<file path="src/hw/rtl/dhmv_pkg.sv">
// shared constants, types and state codes for the digit history majority voter
package dhmv_pkg;

	// history depth and derived widths
	localparam int DEPTH = 16;
	localparam int PTR_W = (DEPTH > 1) ? $clog2(DEPTH) : 1;
	localparam int CNT_W = $clog2(DEPTH + 1);

	// decimal digit coding
	localparam int DIG_W      = 4;
	localparam int NUM_DIGITS = 10;
	localparam logic [DIG_W-1:0] DIGIT_MAX = DIG_W'(NUM_DIGITS - 1);

	// action codes
	localparam logic ACT_RECORD  = 1'b0;
	localparam logic ACT_RESOLVE = 1'b1;

	// sequencer states
	typedef enum logic [1:0] {
		ST_IDLE,
		ST_SCAN,
		ST_PICK,
		ST_DONE
	} state_t;

	// tally update from the sequencer to the vote unit
	typedef struct packed {
		logic             clear;
		logic             valid;
		logic [DIG_W-1:0] digit;
	} vote_upd_t;

endpackage

</file>
<file path="src/hw/rtl/digit_history_majority_voter.sv">
// top level: sequencer around the history ring and the vote unit
//
// Input channel (in_valid / in_stall): action, digit_value, can_increment.
// Output channel (out_valid / out_stall): ok, digit, from_majority, held_count.
// A word moves at a rising edge where valid is high and stall is low.
// A record word with a digit of at most 9 writes the ring at acceptance; its
// result goes through ST_DONE to the output register. A resolve word walks the
// held entries through the ring read port one per cycle, newest first,
// tallying as data returns, then passes ST_PICK and ST_DONE; an empty history
// goes straight to ST_DONE, and with can_increment set only the newest entry is
// read. One word is in work at a time; in_stall is high while a word is in
// work. The output register holds the finished result, so a new word is
// accepted while that result waits; a stalled receiver only stops the block
// when the next result is ready to go out.
// Reset clears the write pointer and fill count (empty history); ring
// contents are not cleared, as only written entries are ever read.
module digit_history_majority_voter (
	input  logic                       clk,
	input  logic                       arst_n,
	input  logic                       in_valid,
	output logic                       in_stall,
	input  logic                       action,
	input  logic [dhmv_pkg::DIG_W-1:0] digit_value,
	input  logic                       can_increment,
	output logic                       out_valid,
	input  logic                       out_stall,
	output logic                       ok,
	output logic [dhmv_pkg::DIG_W-1:0] digit,
	output logic                       from_majority,
	output logic [4:0]                 held_count
);

	dhmv_pkg::state_t state_q, state_d;

	logic [dhmv_pkg::PTR_W-1:0] wp_q;
	logic [dhmv_pkg::CNT_W-1:0] fill_q;
	logic [dhmv_pkg::PTR_W-1:0] rd_ptr_q;
	logic [dhmv_pkg::CNT_W-1:0] rd_left_q;
	logic                       rd_vld_s1;
	logic                       newest_pend_q;
	logic [dhmv_pkg::DIG_W-1:0] newest_q;
	logic                       can_inc_q;
	logic                       res_ok_q;
	logic [dhmv_pkg::DIG_W-1:0] res_digit_q;
	logic                       res_maj_q;
	logic                       out_valid_q;
	logic                       ok_q;
	logic [dhmv_pkg::DIG_W-1:0] digit_q;
	logic                       maj_q;
	logic [4:0]                 held_q;

	logic                       accept;
	logic                       rec_ok;
	logic                       wr_en;
	logic                       issue;
	logic                       load_out;
	logic                       majority;
	logic [dhmv_pkg::DIG_W-1:0] rd_data;
	logic [dhmv_pkg::DIG_W-1:0] best_digit;
	logic [dhmv_pkg::CNT_W-1:0] best_count;
	logic [dhmv_pkg::PTR_W-1:0] wp_prev;
	dhmv_pkg::vote_upd_t        upd;

	// ring storage
	dhmv_ram u_ram (
		.clk     (clk),
		.wr_en   (wr_en),
		.wr_addr (wp_q),
		.wr_data (digit_value),
		.rd_en   (issue),
		.rd_addr (rd_ptr_q),
		.rd_data (rd_data)
	);

	// tally unit
	dhmv_vote u_vote (
		.clk        (clk),
		.arst_n     (arst_n),
		.upd        (upd),
		.best_digit (best_digit),
		.best_count (best_count)
	);

	// handshake and datapath controls
	always_comb begin
		accept   = in_valid && (state_q == dhmv_pkg::ST_IDLE);
		rec_ok   = (digit_value <= dhmv_pkg::DIGIT_MAX);
		wr_en    = accept && (action == dhmv_pkg::ACT_RECORD) && rec_ok;
		issue    = (state_q == dhmv_pkg::ST_SCAN) && (rd_left_q != '0);
		load_out = (state_q == dhmv_pkg::ST_DONE) && (!out_valid_q || !out_stall);
		majority = !can_inc_q && ({best_count, 1'b0} > {1'b0, fill_q});
		wp_prev  = (wp_q == '0) ? dhmv_pkg::PTR_W'(dhmv_pkg::DEPTH - 1)
			: wp_q - dhmv_pkg::PTR_W'(1);
		upd.clear = accept && (action == dhmv_pkg::ACT_RESOLVE);
		upd.valid = rd_vld_s1;
		upd.digit = rd_data;
	end

	// next state
	always_comb begin
		state_d = state_q;
		case (state_q)
			dhmv_pkg::ST_IDLE: begin
				if (accept) begin
					if (action == dhmv_pkg::ACT_RESOLVE && fill_q != '0) begin
						state_d = dhmv_pkg::ST_SCAN;
					end else begin
						state_d = dhmv_pkg::ST_DONE;
					end
				end
			end
			dhmv_pkg::ST_SCAN: begin
				if (rd_left_q == '0 && !rd_vld_s1) begin
					state_d = dhmv_pkg::ST_PICK;
				end
			end
			dhmv_pkg::ST_PICK: begin
				state_d = dhmv_pkg::ST_DONE;
			end
			dhmv_pkg::ST_DONE: begin
				if (load_out) begin
					state_d = dhmv_pkg::ST_IDLE;
				end
			end
			default: begin
				state_d = dhmv_pkg::ST_IDLE;
			end
		endcase
	end

	// state register
	always_ff @(posedge clk or negedge arst_n) begin
		if (!arst_n) begin
			state_q <= dhmv_pkg::ST_IDLE;
		end else begin
			state_q <= state_d;
		end
	end

	// history pointer and fill count
	always_ff @(posedge clk or negedge arst_n) begin
		if (!arst_n) begin
			wp_q   <= '0;
			fill_q <= '0;
		end else if (wr_en) begin
			wp_q <= (wp_q == dhmv_pkg::PTR_W'(dhmv_pkg::DEPTH - 1)) ? '0
				: wp_q + dhmv_pkg::PTR_W'(1);
			if (fill_q < dhmv_pkg::CNT_W'(dhmv_pkg::DEPTH)) begin
				fill_q <= fill_q + dhmv_pkg::CNT_W'(1);
			end
		end
	end

	// scan control, newest first
	always_ff @(posedge clk or negedge arst_n) begin
		if (!arst_n) begin
			rd_left_q     <= '0;
			rd_vld_s1     <= 1'b0;
			newest_pend_q <= 1'b0;
		end else begin
			rd_vld_s1 <= issue;
			if (upd.clear) begin
				rd_left_q     <= can_increment ? dhmv_pkg::CNT_W'(1) : fill_q;
				newest_pend_q <= 1'b1;
			end else begin
				if (issue) begin
					rd_left_q <= rd_left_q - dhmv_pkg::CNT_W'(1);
				end
				if (rd_vld_s1) begin
					newest_pend_q <= 1'b0;
				end
			end
		end
	end

	// scan address and captured newest entry
	always_ff @(posedge clk) begin
		if (upd.clear) begin
			rd_ptr_q  <= wp_prev;
			can_inc_q <= can_increment;
		end else if (issue) begin
			rd_ptr_q <= (rd_ptr_q == '0) ? dhmv_pkg::PTR_W'(dhmv_pkg::DEPTH - 1)
				: rd_ptr_q - dhmv_pkg::PTR_W'(1);
		end
		if (rd_vld_s1 && newest_pend_q) begin
			newest_q <= rd_data;
		end
	end

	// pending result
	always_ff @(posedge clk) begin
		if (accept) begin
			res_ok_q    <= (action == dhmv_pkg::ACT_RECORD) && rec_ok;
			res_digit_q <= ((action == dhmv_pkg::ACT_RECORD) && rec_ok) ? digit_value : '0;
			res_maj_q   <= 1'b0;
		end else if (state_q == dhmv_pkg::ST_PICK) begin
			res_ok_q    <= 1'b1;
			res_digit_q <= majority ? best_digit : newest_q;
			res_maj_q   <= majority;
		end
	end

	// output register
	always_ff @(posedge clk or negedge arst_n) begin
		if (!arst_n) begin
			out_valid_q <= 1'b0;
		end else if (load_out) begin
			out_valid_q <= 1'b1;
		end else if (!out_stall) begin
			out_valid_q <= 1'b0;
		end
	end

	always_ff @(posedge clk) begin
		if (load_out) begin
			ok_q    <= res_ok_q;
			digit_q <= res_digit_q;
			maj_q   <= res_maj_q;
			held_q  <= 5'(fill_q);
		end
	end

	assign in_stall      = (state_q != dhmv_pkg::ST_IDLE);
	assign out_valid     = out_valid_q;
	assign ok            = ok_q;
	assign digit         = digit_q;
	assign from_majority = maj_q;
	assign held_count    = held_q;

	// checks
	a_fill_range: assert property (@(posedge clk) disable iff (!arst_n)
		fill_q <= dhmv_pkg::CNT_W'(dhmv_pkg::DEPTH))
		else $error("fill count beyond depth");

	a_ptr_range: assert property (@(posedge clk) disable iff (!arst_n)
		wp_q <= dhmv_pkg::PTR_W'(dhmv_pkg::DEPTH - 1))
		else $error("write pointer beyond depth");

	a_read_in_scan: assert property (@(posedge clk) disable iff (!arst_n)
		rd_vld_s1 |-> (state_q == dhmv_pkg::ST_SCAN))
		else $error("ring read data returned outside scan");

	a_no_write_in_work: assert property (@(posedge clk) disable iff (!arst_n)
		(state_q != dhmv_pkg::ST_IDLE) |-> !wr_en)
		else $error("ring written while a word is in work");

	a_majority_ok: assert property (@(posedge clk) disable iff (!arst_n)
		(out_valid && from_majority) |-> ok)
		else $error("majority flag without ok");

	a_reject_zero: assert property (@(posedge clk) disable iff (!arst_n)
		(out_valid && !ok) |-> (digit == '0 && !from_majority))
		else $error("rejected word with nonzero digit");

endmodule

</file>
<file path="src/hw/rtl/dhmv_ram.sv">
// digit history ring storage: one write port, one registered read port
module dhmv_ram (
	input  logic                      clk,
	input  logic                      wr_en,
	input  logic [dhmv_pkg::PTR_W-1:0] wr_addr,
	input  logic [dhmv_pkg::DIG_W-1:0] wr_data,
	input  logic                      rd_en,
	input  logic [dhmv_pkg::PTR_W-1:0] rd_addr,
	output logic [dhmv_pkg::DIG_W-1:0] rd_data
);

	logic [dhmv_pkg::DIG_W-1:0] mem [dhmv_pkg::DEPTH];

	// write port
	always_ff @(posedge clk) begin
		if (wr_en) begin
			mem[wr_addr] <= wr_data;
		end
	end

	// read port, registered
	always_ff @(posedge clk) begin
		if (rd_en) begin
			rd_data <= mem[rd_addr];
		end
	end

endmodule

</file>
<file path="src/hw/rtl/dhmv_vote.sv">
// per-digit tally counters with a running mode, lowest digit wins ties
module dhmv_vote (
	input  logic                       clk,
	input  logic                       arst_n,
	input  dhmv_pkg::vote_upd_t        upd,
	output logic [dhmv_pkg::DIG_W-1:0] best_digit,
	output logic [dhmv_pkg::CNT_W-1:0] best_count
);

	logic [dhmv_pkg::CNT_W-1:0] tally_q [dhmv_pkg::NUM_DIGITS];
	logic [dhmv_pkg::DIG_W-1:0] best_q;
	logic [dhmv_pkg::CNT_W-1:0] best_cnt_q;
	logic [dhmv_pkg::CNT_W-1:0] cnt_new;
	logic                       take;
	logic                       lead;

	// new count for the incoming digit and whether it takes the lead
	always_comb begin
		take    = upd.valid && (upd.digit <= dhmv_pkg::DIGIT_MAX);
		cnt_new = take ? tally_q[upd.digit] + dhmv_pkg::CNT_W'(1) : '0;
		lead    = take && ((cnt_new > best_cnt_q) ||
			((cnt_new == best_cnt_q) && (upd.digit < best_q)));
	end

	// tally and running mode
	always_ff @(posedge clk or negedge arst_n) begin
		if (!arst_n) begin
			for (int i = 0; i < dhmv_pkg::NUM_DIGITS; i++) begin
				tally_q[i] <= '0;
			end
			best_q     <= '0;
			best_cnt_q <= '0;
		end else if (upd.clear) begin
			for (int i = 0; i < dhmv_pkg::NUM_DIGITS; i++) begin
				tally_q[i] <= '0;
			end
			best_q     <= '0;
			best_cnt_q <= '0;
		end else if (take) begin
			tally_q[upd.digit] <= cnt_new;
			if (lead) begin
				best_q     <= upd.digit;
				best_cnt_q <= cnt_new;
			end
		end
	end

	assign best_digit = best_q;
	assign best_count = best_cnt_q;

endmodule
</file>
<file path="config.mk">
export PLATFORM = sky130hd
export DESIGN_NAME = digit_history_majority_voter
export DESIGN_NICKNAME = d
export VERILOG_FILES = /design/src/hw/rtl/dhmv_pkg.sv /design/src/hw/rtl/digit_history_majority_voter.sv /design/src/hw/rtl/dhmv_ram.sv /design/src/hw/rtl/dhmv_vote.sv
export SDC_FILE = /design/constraint.sdc
export NUM_CORES = 1
export LEC_CHECK = 0
export BUFFER_PORTS_ARGS = -buffer_cell sky130_fd_sc_hd__buf_4
export CAP_MARGIN = 20
export CORE_MARGIN = 4
export CORE_UTILIZATION = 25
export DETAILED_ROUTE_END_ITERATION = 7
export HOLD_SLACK_MARGIN = 0.02
export SLEW_MARGIN = 0
export SYNTH_ARGS = -nofsm -noshare
export SYNTH_HDL_FRONTEND = slang
export SYNTH_SLANG_ARGS = --single-unit
</file>
<file path="constraint.sdc">
create_clock -name clk -period 5.9 [get_ports clk]
set_input_delay 0.885 -clock clk [delete_from_list [all_inputs] [get_ports clk]]
set_output_delay 0.885 -clock clk [all_outputs]
set_load 0.03 [all_outputs]
</file>
# Word level (Yosys, flattened, before mapping)
# Memories as Yosys holds them, arrays and structs flattened. A register that Yosys moved wholly into a read port is not among the register bits.
# Cells that the tools add are included.
# totals
word_cells,131
mem_bits_rw,64
input_bits,10
memories,1
register_bits,104
# memory_table
name,words,word_bits,rd,rd_ports_with_merged_regs,write_ports,line_no,text
u_ram.mem,16,4,1,1,1,dhmv_ram.sv:12,logic [dhmv_pkg::DIG_W-1:0] mem [dhmv_pkg::DEPTH];
# classes
add_sub_neg,6
n_lt_le_gt_ge,8
n_eq_ne,9
n_reduce_logical,36
n_mux,40
n_bitwise,2
# op_table
op,count
2-to-1 mux 50 bit,2
bitwise mux 50 bit,1
2-to-1 mux 5 bit,10
2-to-1 mux 4 bit,12
binary-select mux 5 bit (select 4 bit),1
demux 5 bit (select 4 bit),1
logical AND 1 bit,15
nonzero test 2 bit,6
adder 5 x 1 -> 5 bit (second input constant),2
nonzero test 5 bit,2
<= comparator 4 bit (second input constant),2
zero test 4 bit,2
2-to-1 mux 1 bit,8
2-to-1 mux 2 bit,4
one-hot mux 2 bit (4 select lines),1
subtractor 4 x 1 -> 4 bit (second input constant),2
> comparator 6 x 5 -> 1 bit,1
== test 5 bit,1
>= comparator 5 bit (second input constant),1
> comparator 5 bit,1
zero test 5 bit,1
< comparator 5 x 1 -> 1 bit (second input constant),1
< comparator 5 bit (second input constant),1
NOT 4 -> 5 bit,1
other kinds (14),22

# Logic depth before layout (Yosys ltp)
# Gate-level depths: netlist of the first run.
# depth
depth_word,13
ltp_mapped,19

# Modules after synthesis
# From an unflattened synthesis of the first run, not the netlist that was laid out.
# hier_totals
hier_cells,646
area_unflattened_um2,8272.9
# modules_own_cells
mod,seq_area_each_um2,instances,area_per_inst_um2,cells_per_inst
dhmv_vote,1476.4,1,3330.7,324
dhmv_ram,2042.0,1,2706.3,130
digit_history_majority_voter,1246.2,1,2235.9,192

# Worst setup path after synthesis of the first run
# Ideal clock, no wire load.
# synth_path
path_kind,register to register
start,"register u_ram.rd_data[0] (netlist name), read port of u_ram.mem"
end,"register u_vote.best_cnt_q, in the netlist u_vote.best_count[1]"
path_buffers,3
slack_ps,1878
t_arrival_ps,3889
setup_ps,132
stages_incl_launch_ff,16
cell_sequence,edfxtp_1 > buf_6 > mux4_2 > a2111oi_4 > inv_4 > ha_1 > nand3_1 > buf_2 > nand2_1 > and3_1 > ha_1 > nand4_1 > o311ai_0 > buf_2 > mux2i_1 > nor2_1
# synth_between
elab_chain_len,12
elab_cells_between_ends,20
cone_classes,add/sub (1); order compare (3); eq/ne (1); mux (7); bitwise (1); reduce/logical (7)
# synth_lines
element,line_no,text
"start, declared",dhmv_ram.sv:9,output logic [dhmv_pkg::DIG_W-1:0] rd_data
"parallel branches: the longest is 12 deep, another holds adder 5 x 1 -> 5 bit",n/a,
"end signal, assigned",dhmv_vote.sv:43,best_cnt_q <= cnt_new;
"end, declared",dhmv_vote.sv:12,logic [dhmv_pkg::CNT_W-1:0] best_cnt_q;
# Parallel ways; which one is timed is not known. The select of a mux whose other input is x is not followed.
# A chain may end at the register's enable or synchronous reset.

# Worst setup path after layout of the first run
# layout_path
start,"register u_ram.rd_data[1] (netlist name), read port of u_ram.mem"
end,"register u_vote.best_cnt_q, in the netlist u_vote.best_count[4]"
# Same word-level chain as after synthesis.

==> qor.yml, run 1 <==
pwr:
  p_leak_nw: 3.64
  p_switching_w: 0.00169
  comb_power_share_pct: 33.6
  power_per_cell_area_nw_per_um2: 486
  clkPwrFrac_pct: 24.8
  peakVddDrop_mv: 0.224
  p_int_w: 0.00287
  power_w: 0.00456
  p_sw_share_pct: 37.0
  p_seq_share_pct: 41.5
detailed_routing:
  vias_per_cell: 4.67
  routed-via-count: 5241
  wirelength_um: 18100
  ant_nets: 0
  wire_per_inst_um: 16.1
  drt_first_pass_iters: 5
  drt_iter0_markers: 482
  drc_errors: 0
floorplanning:
  die-height_um: 188
  ios: 23
  core-area_um2: 31900
  start_util_pct: 25.5
  chipWidth_um: 188
  die-area_um2: 35500
  rows: 65
cells_and_area:
  antennaDiodeCount: 0
  nFillCells: 3257
  final_cell_mix: "93 x edfxtp_1, 78 x dfrtp_1, 57 x nand2_1"
  layout_commonest_cell: "edfxtp_1"
  regArea_um2: 4760
  multi_input_area_um2: 3070
  synthToLayoutAreaGrowth_pct: 15.1
  layout-drive-gt1-share_pct: 13.7
  final_nets: 713
  final_util_pct: 29.4
cts:
  path_clk_slew_ns: 0.07
  cts_buffers: 17
  cts_hold_buf: 0
  cts_buffer_depth: 2
  cts_setup_buffers: 0
  cts-root-buf: "clkbuf_16"
  post_cts_resized: 0
  htree_levels: 4
  cts_tree: "yes"
  cts_sinks: 172
  worstSkewPairLatency_ns: 0.44
synth:
  synth.area.top_cells: "edfxtp_1 34%, dfrtp_1 24%, mux4_2 6.4%"
  yosys.area.top_type: "edfxtp_1"
  synth_edf_count: 93
  synth_top_area_share_pct: 34.3
  seq_area_frac_synth_pct: 58.5
  syn-num-nets: 702
  syn-cell-area_um2: 8140
  synth_seq_cells: 172
  synth.avg_cell_area_um2: 12.3
  async_flop_share_pct: 45.3
  yosysWarningCount: 0
  synth-main-ff-cell: "edfxtp_1"
  syn_inst: 664
  ys_types: 57
worst_setup_path:
  critPathKind: "flop to flop"
  crit_fanout: 22
  worst_setup_path_start_kind: "flop"
  rr_worst_depth: 17
  critical_path_required_ns: 6.20
  critical_path_arrival_ns: 4.84
  endpoint_kind: "flop"
sta:
  post-route-period-util_pct: 76.8
  hold_violations: 0
  finalSetupViolCount: 0
  grt_setup_unrepaired: "no"
  maxSlewViolCount: 0
  finClkSkew_ns: 0.0149
  setup_ws_ns: 1.37
  worstMarginPinSlew_ns: 0.902
  maxSlewHeadroom_pct: 39.0
  fmax_mhz: 221
  hold_ws_ns: 0.398
  setup_tns_ns: 0
  period_needed_ns: 4.53
grt:
  overflow: 0
  grt_max_degree: 79
  antenna_found_initial: 0
  grt_pass1_wl_um: 29200
  first_global_vias: 5189
  grt_usage_pct: 10.3
placed_design:
  place_ws_ns: 1.17
  portBuffers: 22
  gp_congestion: 0.859
  dp.final_hpwl_um: 12200
run_status:
  status: "complete, no violations"
run:
  maxCapViolations: 0
min_path:
  hp-class: "primary input to asynchronous set/reset pin"
-- flip-flops by register name, indices dropped and copies added, names as in the netlist, 2 cells and up --
signal	count
u_ram.mem	64
u_vote.tally_q	50
fill_q	5
held_count	5
rd_left_q	5
u_vote.best_count	5
digit	4
newest_q	4
rd_ptr_q	4
res_digit_q	4
u_ram.rd_data	4
u_vote.best_digit	4
wp_q	4
state_q	2
-- cell usage after synthesis, drive strengths merged (3+ instances only) --
master	n
and3	6
a32oi	3
dfrtp	78
nand3	30
a21o	5
inv	32
or3	5
o21ai	37
a211o	4
nor3	41
nor2b	6
nor2	45
a22oi	5
mux2i	24
ha	28
nand3b	5
and2	6
nand2b	6
a21oi	34
buf	14
xnor2	8
nand2	57
mux4	27
a2111oi	6
edfxtp	93
clkbuf	25
nand4	7
-- worst max-delay path: stages, from the launching register on --
cell and delay [ns]:
edfxtp_1 0.52, buf_4 0.28, or3b_2 0.52, nor2_1 0.23
a2111oi_4 0.12, inv_4 0.16, ha_1 0.20, and3_1 0.43
nand2_1 0.09, and3_1 0.22, ha_1 0.29, nand4_1 0.15
a21oi_1 0.06, a211o_1 0.28, o311ai_2 0.11, buf_4 0.27
nor3_1 0.07, a2111oi_0 0.41
-- stage by stage --
stage | cells | instance area [µm²]
global placement | 1087 | 8710
CTS | 1120 | 9330
detailed placement | 1088 | 8730
finish | 1123 | 9370
floorplan | 664 | 8140
global route | 1123 | 9370
-- metal layers --
metal | track usage, % | up-vias | wire length [µm]
met1 | 13.9 | 2617 | 8340
met5 | 0 | - | 0
met4 | 2.91 | 0 | 241
met2 | 16.5 | 137 | 8670
met3 | 2.56 | 22 | 845
li1 | - | 2465 | -
-- power by group through the flow --
stage	clock, W	combinational [W]	sequential [W]
floorplan	0	0.00119	0.00180
global placement	0	0.00145	0.00194
detailed placement	0	0.00153	0.00191
CTS	0.00116	0.00153	0.00189
global route	0.00122	0.00170	0.00193
finish	0.00113	0.00153	0.00189
-- area by class of cell --
cell class / count / area share [%]
multi-input combinational: 421 / 32.8
clock inverter: 15 / 1.82
clock buffer: 17 / 4.54
timing repair buffer: 31 / 2.91
sequential: 172 / 50.8
tap: 435 / 5.81
inverter: 32 / 1.31
-- kinds of logic after synthesis --
| logic type | Yosys count | synth area share (%) |
|---|---|---|
| multiplexers | 51 | 10.6 |
| flip-flops | 172 | 58.5 |
| adder cells (fa/ha/maj) | 28 | 4.30 |
| XOR/XNOR | 10 | 1.08 |
| AND/OR/NAND/NOR | 221 | 12.9 |
| AO/OA/AOI/OAI | 111 | 8.71 |
| buffers and inverters | 71 | 3.84 |
-- final timing paths --
path	start	endpoint	slack, ns
max	u_ram.rd_data[1]	u_vote.best_count[4]	1.37
min	arst_n	u_vote.tally_q[36]	0.40
max reg2reg	u_ram.rd_data[1]	u_vote.best_count[4]	1.37
min reg2reg	res_digit_q[0]	digit[0]	0.42
max in group asynchronous	arst_n	u_vote.tally_q[34]	4.92
min in group clk	res_digit_q[0]	digit[0]	0.42
Power figures use the tool's default switching activity.
==> run 2: changes to the inputs <==
clock period = 4 ns   (was 5.9 ns; I/O delays follow)
==> run 2 against run 1 <==
Net effect: cell count grew 1.4%; clock power increased by 55%; non-clock buffer count rose by 16; hold slack got worse by 0.28 ns; critical path depth fell by 3; sequential share of layout area shrank 1.0 points; core utilization is 0.59 points higher; setup slack worse by 1.2 ns; via count is 3.5% higher; die area unchanged; flip-flop and latch count unchanged; combinational power rose by 62%; critical path type unchanged; critical endpoint is now u_vote.best_digit[3]; largest cell class unchanged; highest routed layer unchanged.
==> qor.yml, run 2 (synthesis results as in run 1) <==
cells_and_area:
  synthToLayoutAreaGrowth_pct: 17.4  # was 15.1%
  antennaDiodeCount: 0  # unchanged
  largest_register_ffs: 64  # unchanged
  final_cell_mix: "93 x edfxtp_1, 78 x dfrtp_1, 57 x nand2_1"  # unchanged
  top_regs: "u_ram.mem x64, u_vote.tally_q x50"  # unchanged
  nFillCells: 3218  # was 3257
  layout-drive-gt1-share_pct: 15.8  # was 13.7%
  fin_cells: 1139  # was 1123
  layout_commonest_cell: "edfxtp_1"  # unchanged
  top_register: "u_ram.mem"  # unchanged
  final_nets: 729  # was 713
detailed_routing:
  drt_iter0_markers: 501  # was 482
  drt_first_pass_iters: 6  # was 5
  ant_nets: 0  # unchanged
  wirelength_um: 18500  # was 18100 µm
  routed-via-count: 5427  # was 5241
  drc_errors: 0  # unchanged
  wire_per_inst_um: 16.3  # was 16.1 µm
  vias_per_cell: 4.76  # was 4.67
worst_setup_path:
  crit_fanout: 19  # was 22
  rr_worst_depth: 14  # was 17
  endpoint_kind: "flop"  # unchanged
  regToRegSetupSlack_ns: 0.14  # was 1.37 ns
  r2r_start: "u_ram.rd_data[0]"  # was u_ram.rd_data[1]
  worstSetupStartpoint: "u_ram.rd_data[0]"  # was u_ram.rd_data[1]
  critPathKind: "flop to flop"  # unchanged
  critical_path_arrival_ns: 4.15  # was 4.84 ns
  worst_setup_path_start_kind: "flop"  # unchanged
  critical_path_required_ns: 4.29  # was 6.20 ns
  r2r_end: "u_vote.best_digit[3]"  # was u_vote.best_count[4]
floorplanning:
  rows: 65  # unchanged
  die-area_um2: 35500  # unchanged
  ios: 23  # unchanged
  chipWidth_um: 188  # unchanged
  core-area_um2: 31900  # unchanged
  die-height_um: 188  # unchanged
  start_util_pct: 25.5  # unchanged
sta:
  maxSlewHeadroom_pct: 34.3  # was 39.0%
  worstMarginPinSlew_ns: 0.972  # was 0.902 ns
  post-route-period-util_pct: 96.5  # was 76.8%
  period_needed_ns: 3.86  # was 4.53 ns
  hold_violations: 0  # unchanged
  hold_ws_ns: 0.123  # was 0.398 ns
  finalSetupViolCount: 0  # unchanged
  finClkSkew_ns: 0.0112  # was 0.0149 ns
  setup_tns_ns: 0  # unchanged
  grt_setup_unrepaired: "yes"  # was no
  fmax_mhz: 259  # was 221 MHz
  maxSlewViolCount: 0  # unchanged
placed_design:
  dp.final_hpwl_um: 12700  # was 12200 µm
  portBuffers: 22  # unchanged
  placedCellCount: 1104  # was 1088
  gp_congestion: 0.900  # was 0.859
cts:
  worstSkewPairLatency_ns: 0.44  # about the same
  htree_levels: 4  # unchanged
  cts_hold_buf: 0  # unchanged
  cts-root-buf: "clkbuf_16"  # unchanged
  path_clk_slew_ns: 0.08  # was 0.07 ns
  cts_buffers: 17  # unchanged
  cts_setup_buffers: 0  # unchanged
  cts_buffer_depth: 2  # unchanged
  cts_sinks: 172  # unchanged
  cts_tree: "yes"  # unchanged
  post_cts_resized: 0  # unchanged
grt:
  grt_usage_pct: 10.7  # was 10.3%
  grt_busiest_layer: "met2"  # unchanged
  gr-usage-met3_pct: 2.20  # was 2.56%
  overflow: 0  # unchanged
  grt_max_degree: 79  # unchanged
  first_global_vias: 5511  # was 5189
  met2_usage_pct: 17.6  # was 16.5%
  use_met1_pct: 13.9  # about the same
  antenna_found_initial: 0  # unchanged
  grt_pass1_wl_um: 30000  # was 29200 µm
pwr:
  p_leak_nw: 3.74  # was 3.64 nW
  peakVddDrop_mv: 0.357  # was 0.224 mV
  power_per_cell_area_nw_per_um2: 731  # was 486 nW/µm²
min_path:
  hp-class: "primary input to asynchronous set/reset pin"  # unchanged
run_status:
  status: "complete, no violations"  # unchanged
run:
  maxCapViolations: 0  # unchanged
## run 2: where the power goes
group	total [W]	switching, W	internal (W)	leakage [nW]
sequential	0.00276	0.000400	0.00236	1.88
combinational	0.00248	0.00139	0.00109	1.56
clock	0.00175	0.000870	0.000878	0.309
## run 2: routing by layer
metal,vias to the layer above,share of wire (%)
met1,2720,45
met4,0,2.4
met2,157,48
met5,-,0
li1,2512,-
met3,38,4.9
## run 2: final cells by class
cell class / count / area, µm² / area share (%)
Clock buffer: 17 / 425 / 4.45
Clock inverter: 15 / 216 / 2.26
Inverter: 32 / 123 / 1.28
Multi-Input combinational cell: 421 / 3080 / 32.2
Sequential cell: 172 / 4760 / 49.8
Tap cell: 435 / 544 / 5.69
Timing Repair Buffer: 47 / 405 / 4.24
## run 2: metrics by stage
step / util [%] / instance area, µm² / total power, W / worst slack [ns]
after floorplan: - / 8140 / 0.00442 / 0.0980
after global placement: 27.7 / 8850 / 0.00516 / 0.163
after detailed placement: 27.7 / 8850 / 0.00521 / 0.121
after CTS: 29.8 / 9490 / 0.00697 / 0.0983
after global routing: 30.0 / 9560 / 0.00741 / -0.0265
final: 30.0 / 9560 / 0.00699 / 0.138
## run 2: critical path, stage by stage (launching register included)
cell and delay, ns:
edfxtp_1 0.43, buf_12 0.19, mux4_2 0.52, a211o_1 0.35, ha_1 0.25, xor2_1 0.18
and2_1 0.18, ha_1 0.29, a21o_1 0.18, a21o_1 0.17, a211o_1 0.32, o311ai_4 0.15
buf_4 0.24, mux2i_1 0.20, nor2_1 0.05
## run 2: worst max-delay path by stage
stage	end	cells past startpoint
after floorplan	u_vote.best_count[1]	15
after global placement	u_vote.best_digit[0]	14
after detailed placement	u_vote.best_digit[2]	14
after CTS	u_vote.best_digit[3]	14
after global routing	u_vote.best_digit[3]	14
final	u_vote.best_digit[3]	14
==> run 3: changes to the inputs <==
SYNTH_HIERARCHICAL = 1   (was unset)
==> run 3 against run 2 <==
Net effect: hold slack better by 0.27 ns; clock-buffer cell count grew 1; setup slack better by 0.16 ns; synthesized cell count fell by 2.7%; clock power shrank 9%; die area is 1.5% higher; wire length down 4.6%; critical path depth fell by 1; fmax increased by 4.3%; non-clock buffer count is 6 lower; largest cell class unchanged.
==> qor.yml, run 3 <==
cells_and_area:
  layout_commonest_cell: "edfxtp_1"  # unchanged
  synthToLayoutAreaGrowth_pct: 15.9  # was 17.4%
  layout-drive-gt1-share_pct: 17.2  # was 15.8%
  nFillCells: 3276  # was 3218
  final_cell_area_um2: 9590  # was 9560 µm²
  fin_cells: 1132  # was 1139
  final_cell_mix: "93 x edfxtp_1, 78 x dfrtp_1, 73 x nor2_1"  # was 93 x edfxtp_1, 78 x dfrtp_1, 57 x nand2_1
  largest_register_ffs: 64  # unchanged
  antennaDiodeCount: 0  # unchanged
  top_regs: "u_ram/mem x64, u_vote/tally_q x50"  # was u_ram.mem x64, u_vote.tally_q x50
  final_nets: 713  # was 729
  top_register: "u_ram/mem"  # was u_ram.mem
placed_design:
  place_area_um2: 8960  # was 8850 µm²
  portBuffers: 22  # unchanged
  place_ws_ns: 0.256  # was 0.121 ns
  gp_congestion: 0.781  # was 0.900
  placedCellCount: 1097  # was 1104
  dp.final_hpwl_um: 12000  # was 12700 µm
pwr:
  p_sw_share_pct: 38.0  # about the same
  peakVddDrop_mv: 0.317  # was 0.357 mV
  comb_power_share_pct: 36.3  # was 35.5%
  p_switching_w: 0.00267  # was 0.00266 W
  p_seq_share_pct: 40.9  # was 39.5%
  clkPwrFrac_pct: 22.7  # was 25.0%
  power_per_cell_area_nw_per_um2: 732  # was 731 nW/µm²
  p_int_w: 0.00435  # was 0.00433 W
  p_leak_nw: 3.66  # was 3.74 nW
floorplanning:
  core-area_um2: 32600  # was 31900 µm²
  start_util_pct: 25.4  # was 25.5%
  ios: 23  # unchanged
  rows: 66  # was 65
  chipWidth_um: 190  # was 188 µm
  die-height_um: 190  # was 188 µm
  die-area_um2: 36100  # was 35500 µm²
synth:
  synth.area.top_cells: "edfxtp_1 34%, dfrtp_1 24%, mux2i_1 5.6%"  # was edfxtp_1 34%, dfrtp_1 24%, mux4_2 6.4%
  synth_top_area_share_pct: 33.8  # was 34.3%
  yosysWarningCount: 6  # was 0
  yosys.area.top_type: "edfxtp_1"  # unchanged
  synth.avg_cell_area_um2: 12.8  # was 12.3 µm²
  syn-num-nets: 682  # was 702
  seq_area_frac_synth_pct: 57.6  # was 58.5%
  syn-cell-area_um2: 8270  # was 8140 µm²
  syn_inst: 646  # was 664
  async_flop_share_pct: 45.3  # unchanged
  synth_edf_count: 93  # unchanged
  synth-main-ff-cell: "edfxtp_1"  # unchanged
  synth_seq_cells: 172  # unchanged
  synth.most_common_cell: "edfxtp_1"  # unchanged
  ys_types: 65  # was 57
  yosys-top-cells-count: "93 x edfxtp_1, 78 x dfrtp_1, 73 x nor2_1"  # was 93 x edfxtp_1, 78 x dfrtp_1, 57 x nand2_1
cts:
  cts_sinks: 172  # unchanged
  cts_buffer_depth: 2  # unchanged
  htree_levels: 4  # unchanged
  cts_buffers: 17  # unchanged
  worstSkewPairLatency_ns: 0.43  # was 0.44 ns
  path_clk_slew_ns: 0.07  # was 0.08 ns
  cts_tree: "yes"  # unchanged
  cts-root-buf: "clkbuf_16"  # unchanged
worst_setup_path:
  rr_worst_depth: 13  # was 14
  crit_fanout: 22  # was 19
  r2r_start: "u_ram/rd_data[0]"  # was u_ram.rd_data[0]
  worst_setup_path_start_kind: "flop"  # unchanged
  critical_path_required_ns: 4.29  # about the same
  endpoint_kind: "flop"  # unchanged
  r2r_end: "u_vote/best_digit[0]"  # was u_vote.best_digit[3]
  critical_path_arrival_ns: 3.99  # was 4.15 ns
  critPathKind: "flop to flop"  # unchanged
  regToRegSetupSlack_ns: 0.30  # was 0.14 ns
sta:
  maxSlewHeadroom_pct: 33.1  # was 34.3%
  setup_ws_ns: 0.297  # was 0.138 ns
  post-route-period-util_pct: 92.6  # was 96.5%
  finalSetupViolCount: 0  # unchanged
  maxSlewViolCount: 0  # unchanged
  hold_ws_ns: 0.391  # was 0.123 ns
  grt_setup_unrepaired: "no"  # was yes
  setup_tns_ns: 0  # unchanged
  fmax_mhz: 270  # was 259 MHz
  finClkSkew_ns: 0.00922  # was 0.0112 ns
  hold_violations: 0  # unchanged
  worstMarginPinSlew_ns: 1.00  # was 0.972 ns
  period_needed_ns: 3.70  # was 3.86 ns
grt:
  grt_usage_pct: 10.1  # was 10.7%
  grt_max_degree: 79  # unchanged
  overflow: 0  # unchanged
  first_global_vias: 5222  # was 5511
  grt_pass1_wl_um: 28800  # was 30000 µm
  antenna_found_initial: 0  # unchanged
min_path:
  hold_depth: 1
  hold_start: "can_increment"
  hp-class: "primary input to flop"  # was primary input to asynchronous set/reset pin
  holdPathEnd: "can_inc_q"
detailed_routing:
  wire_per_inst_um: 15.6  # was 16.3 µm
  routed-via-count: 5219  # was 5427
  vias_per_cell: 4.61  # was 4.76
  wirelength_um: 17700  # was 18500 µm
  drt_first_pass_iters: 5  # was 6
  ant_nets: 0  # unchanged
  drc_errors: 0  # unchanged
  drt_iter0_markers: 463  # was 501
run:
  maxCapViolations: 0  # unchanged
run_status:
  status: "complete, no violations"  # unchanged
==> run 3: cell count changes after synthesis, moves of 6 or more <==
| cell | previous run | this run |
|---|---|---|
| mux4_1 | 4 | 14 |
| mux4_2 | 23 | 8 |
| nand2_1 | 57 | 43 |
| mux2i_1 | 24 | 46 |
| nand3_1 | 30 | 22 |
| nand3_2 | 0 | 10 |
| nor3_1 | 41 | 9 |
| o21ai_0 | 36 | 14 |
| a211oi_1 | 1 | 12 |
| a21oi_2 | 0 | 6 |
| nor2_1 | 45 | 73 |
| clkbuf_1 | 25 | 14 |
==> run 3: power groups by stage <==
stage	combinational, W	clock [W]	sequential, W
after floorplan	0.00191	0	0.00275
after global placement	0.00245	0	0.00292
after detailed placement	0.00250	0	0.00292
after CTS	0.00251	0.00163	0.00289
after global routing	0.00282	0.00171	0.00294
final	0.00255	0.00160	0.00287
==> run 3: cell families after synthesis <==
group / Yosys count / synth area share, %
buf+inv: 58 / 3.45
simple gates: 208 / 12.9
mux: 70 / 12.5
xor+xnor: 11 / 1.16
flops: 172 / 57.6
fa+ha+maj: 26 / 3.93
compound gates: 101 / 8.44
==> run 3: cell type report <==
type	count	area, µm²	area share (%)
Clock inverter	14	136	1.42
Timing Repair Buffer	41	355	3.71
Clock buffer	18	429	4.48
Tap cell	442	553	5.77
Multi-Input combinational cell	416	3240	33.8
Inverter	29	109	1.14
Sequential cell	172	4760	49.7
==> run 3: how the worst max path moves through the flow <==
stage / startpoint / end / slack (ns)
4_1_cts: u_ram/rd_data[1] / u_vote/best_digit[0] / 0.23
6_report: u_ram/rd_data[0] / u_vote/best_digit[0] / 0.30
3_3_place_gp: u_ram/rd_data[1] / u_vote/best_count[2] / 0.34
3_5_place_dp: u_ram/rd_data[1] / u_vote/best_digit[0] / 0.26
5_1_grt: u_ram/rd_data[0] / u_vote/best_digit[3] / 0.11
2_1_floorplan: u_ram/rd_data[0] / u_vote/best_count[1] / 0.16
==> run 3: repair_timing <==
action,in CTS,in global routing
resized for setup,0,1
hold endpoints to repair,0,10
buffers inserted,0,1
endpoints found under the setup margin,0,8
hold buffers,0,1
==> run 3: worst max-delay path, cell delays in order, from the launching register on <==
cell	delay, ns
edfxtp_1	0.52
buf_12	0.22
mux4_2	0.35
a2bb2oi_1	0.19
a2bb2oi_2	0.14
or4_4	0.55
and3_1	0.20
ha_1	0.31
a21oi_1	0.12
o21ai_0	0.09
a21o_1	0.23
nand2_1	0.33
mux2i_1	0.24
nor2_1	0.05
==> run 3: stage by stage <==
stage                     util, %  power, W
after global placement       27.5   0.00538
after global routing         29.4   0.00747
after CTS                    29.2   0.00703
final                        29.4   0.00702
after floorplan                 -   0.00466
after detailed placement     27.5   0.00543
==> run 3: metal layers <==
metal / vias to the layer above / track usage [%] / wire, µm
met1: 2621 / 13.5 / 8120
li1: 2461 / - / -
met5: - / 0 / 0
met3: 12 / 2.17 / 767
met4: 0 / 2.75 / 158
met2: 125 / 16.5 / 8650
